`config.mk`:
```
export PLATFORM = sky130hd
export DESIGN_NAME = rpws_ram
export DESIGN_NICKNAME = d
export VERILOG_FILES = /design/src/rtl/root_prefix_word_shortener_defines.svh /design/src/rtl/rpws_ram.sv
export SDC_FILE = /design/constraint.sdc
export NUM_CORES = 1
export LEC_CHECK = 0
export BUFFER_PORTS_ARGS = -buffer_cell sky130_fd_sc_hd__buf_2
export CORE_MARGIN = 2
export CORE_UTILIZATION = 30
export DETAILED_ROUTE_END_ITERATION = 8
export HOLD_SLACK_MARGIN = 0.1
export PLACE_DENSITY = 0.42
export SETUP_SLACK_MARGIN = 0.1
export SLEW_MARGIN = 20
export SYNTH_ARGS = -nofsm -noshare
export SYNTH_HDL_FRONTEND = slang
export SYNTH_SLANG_ARGS = --single-unit
```
`constraint.sdc`:
```
create_clock -name clk -period 6.5 [get_ports clk]
set_input_delay 0.325 -clock clk [delete_from_list [all_inputs] [get_ports clk]]
set_output_delay 0.325 -clock clk [all_outputs]
set_load 0.005 [all_outputs]
```
`src/rtl/root_prefix_word_shortener_defines.svh`:
```
// Assertion macros for the root prefix word shortener.
// Included by the top level; expects clk and arst_n in scope.
`ifndef ROOT_PREFIX_WORD_SHORTENER_DEFINES_SVH
`define ROOT_PREFIX_WORD_SHORTENER_DEFINES_SVH

// Checked only out of reset.
`define RPWS_ASSERT(lbl, prop, msg) \
	lbl: assert property (@(posedge clk) disable iff (!arst_n) prop) else $error(msg);

// Checked at every edge, reset included.
`define RPWS_ASSERT_ALWAYS(lbl, prop, msg) \
	lbl: assert property (@(posedge clk) prop) else $error(msg);

`endif

```
`src/rtl/rpws_ram.sv`:
```
// Generic simple dual-port RAM, one write and one registered read port.
// No dependencies.
`default_nettype none

module rpws_ram #(
	parameter int WIDTH = 8,
	parameter int DEPTH = 32,
	localparam int AW = (DEPTH > 1) ? $clog2(DEPTH) : 1
) (
	input  wire logic                 clk,
	input  wire logic                 we,
	input  wire logic [AW-1:0]        waddr,
	input  wire logic [WIDTH-1:0]     wdata,
	input  wire logic                 re,
	input  wire logic [AW-1:0]        raddr,
	output      logic [WIDTH-1:0]     rdata
);
	logic [WIDTH-1:0] mem_q [DEPTH];
	logic [WIDTH-1:0] rdata_q;

	always_ff @(posedge clk) begin
		if (we) begin
			mem_q[waddr] <= wdata;
		end
		if (re) begin
			rdata_q <= mem_q[raddr];
		end
	end

	assign rdata = rdata_q;

endmodule

`default_nettype wire

```
# == Yosys cells after proc, flatten, opt, wreduce, memory -nomap -nowiden ==
# Memories as Yosys holds them, arrays and structs flattened. A register that Yosys moved wholly into a read port is not among the register bits.
# Index checks and enable logic that the tools add are counted.
# classes
muxes,2
# ops
operator,count
$mux 1,2
# word_totals
ff_bits,0
ramBits,256
in_bits,21
out_inout_bits,8
word_cells,3
n_memories,1
# mem_list
memory,depth,word_bits,read_ports,rd_ports_with_merged_regs,wr,line_no,source
mem_q,32,8,1,1,1,rpws_ram.sv:18,logic [WIDTH-1:0] mem_q [DEPTH];

# == Depth between registers and ports, before layout ==
# depth
ltp_word,2
mapped_depth,5
mapped_depth_nobuf,3

# == Worst setup path after synthesis ==
# OpenSTA, ideal clock, no wires.
# synth_timing
kind,input port to flip-flop
start,in raddr[2]
end,reg rdata_q[0] (netlist: rdata[0]) (read register of mem_q) (data pin)
setup_time_ps,260
t_arrival_ps,2007
t_required_ps,6240
path_slack_ps,4233
path_stages,5
n_path_buf,2
cell_sequence,clkbuf_1 -> clkbuf_1 -> mux4_2 -> mux4_2 -> mux2_2
# synth_rtl
element,line_no,source
from (decl),rpws_ram.sv:15,"input wire logic [AW-1:0] raddr,"
to (decl),rpws_ram.sv:19,logic [WIDTH-1:0] rdata_q;

==> results.md <==
* Post-Layout Cell Count at just over 900
* ANT cells at 0
* Crit Path Class: input port to flop
* Most frequent cells in the layout: 264 x edfxtp_1, 80 x mux4_2, 30 x nor2_1, 29 x clkbuf_16, 27 x buf_2
* Power per cell area at between 300 and 400 nW/um^2
* Ratio of cells with drive above 1 in the final layout at 0.3556
* Min-delay src: re
* Max Cap Viol at 0
* Syn Nets at between 400 and 500
* Global routing met1 resource utilization at 0.1933
* Num rows at between 60 and 70
* Busiest grt layer: met2
* Core Area at 33360 um^2
* Worst setup SP type: input port
* Iter 0 DRT Violations at approximately 260
* Routability Congestion at 0.6667
* WP data required at between 6000 and 7000 ps
* Final ANT Viol Nets at 0
* CTS tree: yes
* R2R Path End: rdata[2]$_DFFE_PP_
* Placed cell count at 875
* WHS Endpoint: rdata[0]$_DFFE_PP_
* Hold Vio Cnt, Final at 0
* Setup violations, final at 0
* Relative slew slack at 0.1993
* Worst skew pair latency at between 500 and 600 ps
* Starting Density at 0.3037
* Post-cts sizing count at 0
* Crit end category: flop
* Post-route minimum period at 2713 ps
* Horiz. Die Dim at approximately 190 um
* RSZ-0062 raised after global routing: false
* Dpl hpwl at around 14000 um
* Layout net count at roughly 480
* Pleak at around 0.0036 uW
* GR Util met3 at 0.02227
* Root Driver: clkbuf_16
* Synth warnings at 0
* Area Overhead vs Synth at 15.88%
* Most common cell after layout, fill and taps aside: edfxtp_1
* Mapped Area at 10130 um^2
* Hold Buf Count CTS at 0
* Placed cell area at around 11000 um^2
* Design area at 11740 um^2
* Vias in the first global route at 4681
* CP arrival at ~3000 ps
* Register area share after synthesis at 0.7823
* Clock transition at the registers of the reported paths at 60 ps
* Fin crit share at 0.4174
* First-pass GRT wire length at about 33000 um
* Met2 GRT Util at 0.2061
* Total CTS buffers at 28
* Mean area per synthesized cell at about 24 um^2
* Port buffer count at 28
* Die Y at ~190 um
* Post-Route WL at about 23000 um
* Largest net degree at the start of global routing at 65
* FF-to-FF setup slack at about 4500 ps
* Hold crit path type: input port to flop
* Routed len/inst at 24.81 um
* H-tree level count at 1
* Crit path max fanout at 40
* Die area at around 35000 um^2
* CTS Sinks at 264
* Post-CTS setup buffers at 0
* Overall Global Routing Usage at 0.1320
* Clock Skew at ~13 ps
* Total Power at 3783 uW
* Worst-margin pin slew at about 1200 ps
* Worst reg2reg path startpoint: mem_q[20][2]$_DFFE_PP_
* Setup TNS after final layout at 0 ps
* Status: completed
* Cells after Synth at 417
* Vias at 4400
* #FFs+latches synth at approximately 260
* DRC Markers at 0
* Worst reg2reg path depth at 3
* Num ports at 29
* Synth cell types at 14
* Worst IR Drop VDD at about 0.00017 V
* Drt first pass iters at 4
* Initial antenna violation count at 0
* CTS max path bufs at 3
* Hold Crit Depth at 1
* Max-slew violations at 0
* Max Clock Freq at around 370 MHz
* Routed vias/inst at about 4.8
* Remaining global-route overflow at 0
-- cells in the mapped netlist (all sizes together) --
| cell type | instances | area, um^2 |
|---|---|---|
| edfxtp | 264 | 7928 |
| or3b | 3 | 26.28 |
| nand3 | 2 | 10.01 |
| nor2 | 33 | 123.9 |
| mux2 | 8 | 90.09 |
| nand3b | 5 | 37.54 |
| mux4 | 80 | 1802 |
| nand2 | 1 | 3.750 |
| clkbuf | 6 | 22.52 |
| or3 | 1 | 6.260 |
| buf | 14 | 83.82 |
-- through the flow --
stage	hold WS (ps)	util	worst slack, ps
2_1_floorplan	423.9	-	4233
3_3_place_gp	717.2	0.3221	3119
3_5_place_dp	708.8	0.3221	3112
4_1_cts	145.9	0.3518	3684
5_1_grt	156.6	0.3519	3555
6_report	163.6	0.3519	3787
-- worst max path at each step --
| stage | slack (ps) | start | depth (start not counted) | end |
|---|---|---|---|---|
| detailed placement | 3110 | raddr[0] | 5 | rdata[0]$_DFFE_PP_ |
| CTS | 3680 | raddr[0] | 5 | rdata[0]$_DFFE_PP_ |
| global placement | 3120 | raddr[0] | 5 | rdata[0]$_DFFE_PP_ |
| finish | 3790 | raddr[0] | 5 | rdata[0]$_DFFE_PP_ |
| floorplan | 4230 | raddr[2] | 5 | rdata[0]$_DFFE_PP_ |
| global route | 3550 | raddr[0] | 5 | rdata[0]$_DFFE_PP_ |
-- metal layers --
layer	share of wire	vias up
met5	0	-
met4	0.015	0
met3	0.045	28
met2	0.47	105
met1	0.47	2402
li1	-	1865
-- sequential cells by signal (all words and copies together) (netlist names) --
register	flops
rdata	8
mem_q	256
-- where the power goes --
group	leakage [uW]	switching, uW	internal [uW]
Combinational	0.000713	103	73.2
Sequential	0.00238	6.67	1900
Clock	0.000489	649	1050
-- worst max-delay path: stages --
cell	delay, ps
buf_4	640
buf_4	580
mux4_2	590
mux4_2	520
mux2_2	280
-- final cells by class --
class / count / area [um^2]
flip-flops and latches: 264 / 7928
clock inverters: 19 / 252.7
well taps: 448 / 560.5
fillers: 3099 / 21620
clock buffers: 32 / 737.0
multi-input cells: 133 / 2107
repair buffers: 30 / 157.7
-- cell families after synthesis --
family / after synthesis / share of synthesized area
buffers and inverters: 20 / 0.01049
DFF: 264 / 0.7823
muxes: 88 / 0.1867
and+or+nand+nor: 45 / 0.02050
No activity file was read; power rests on OpenSTA's default activity.
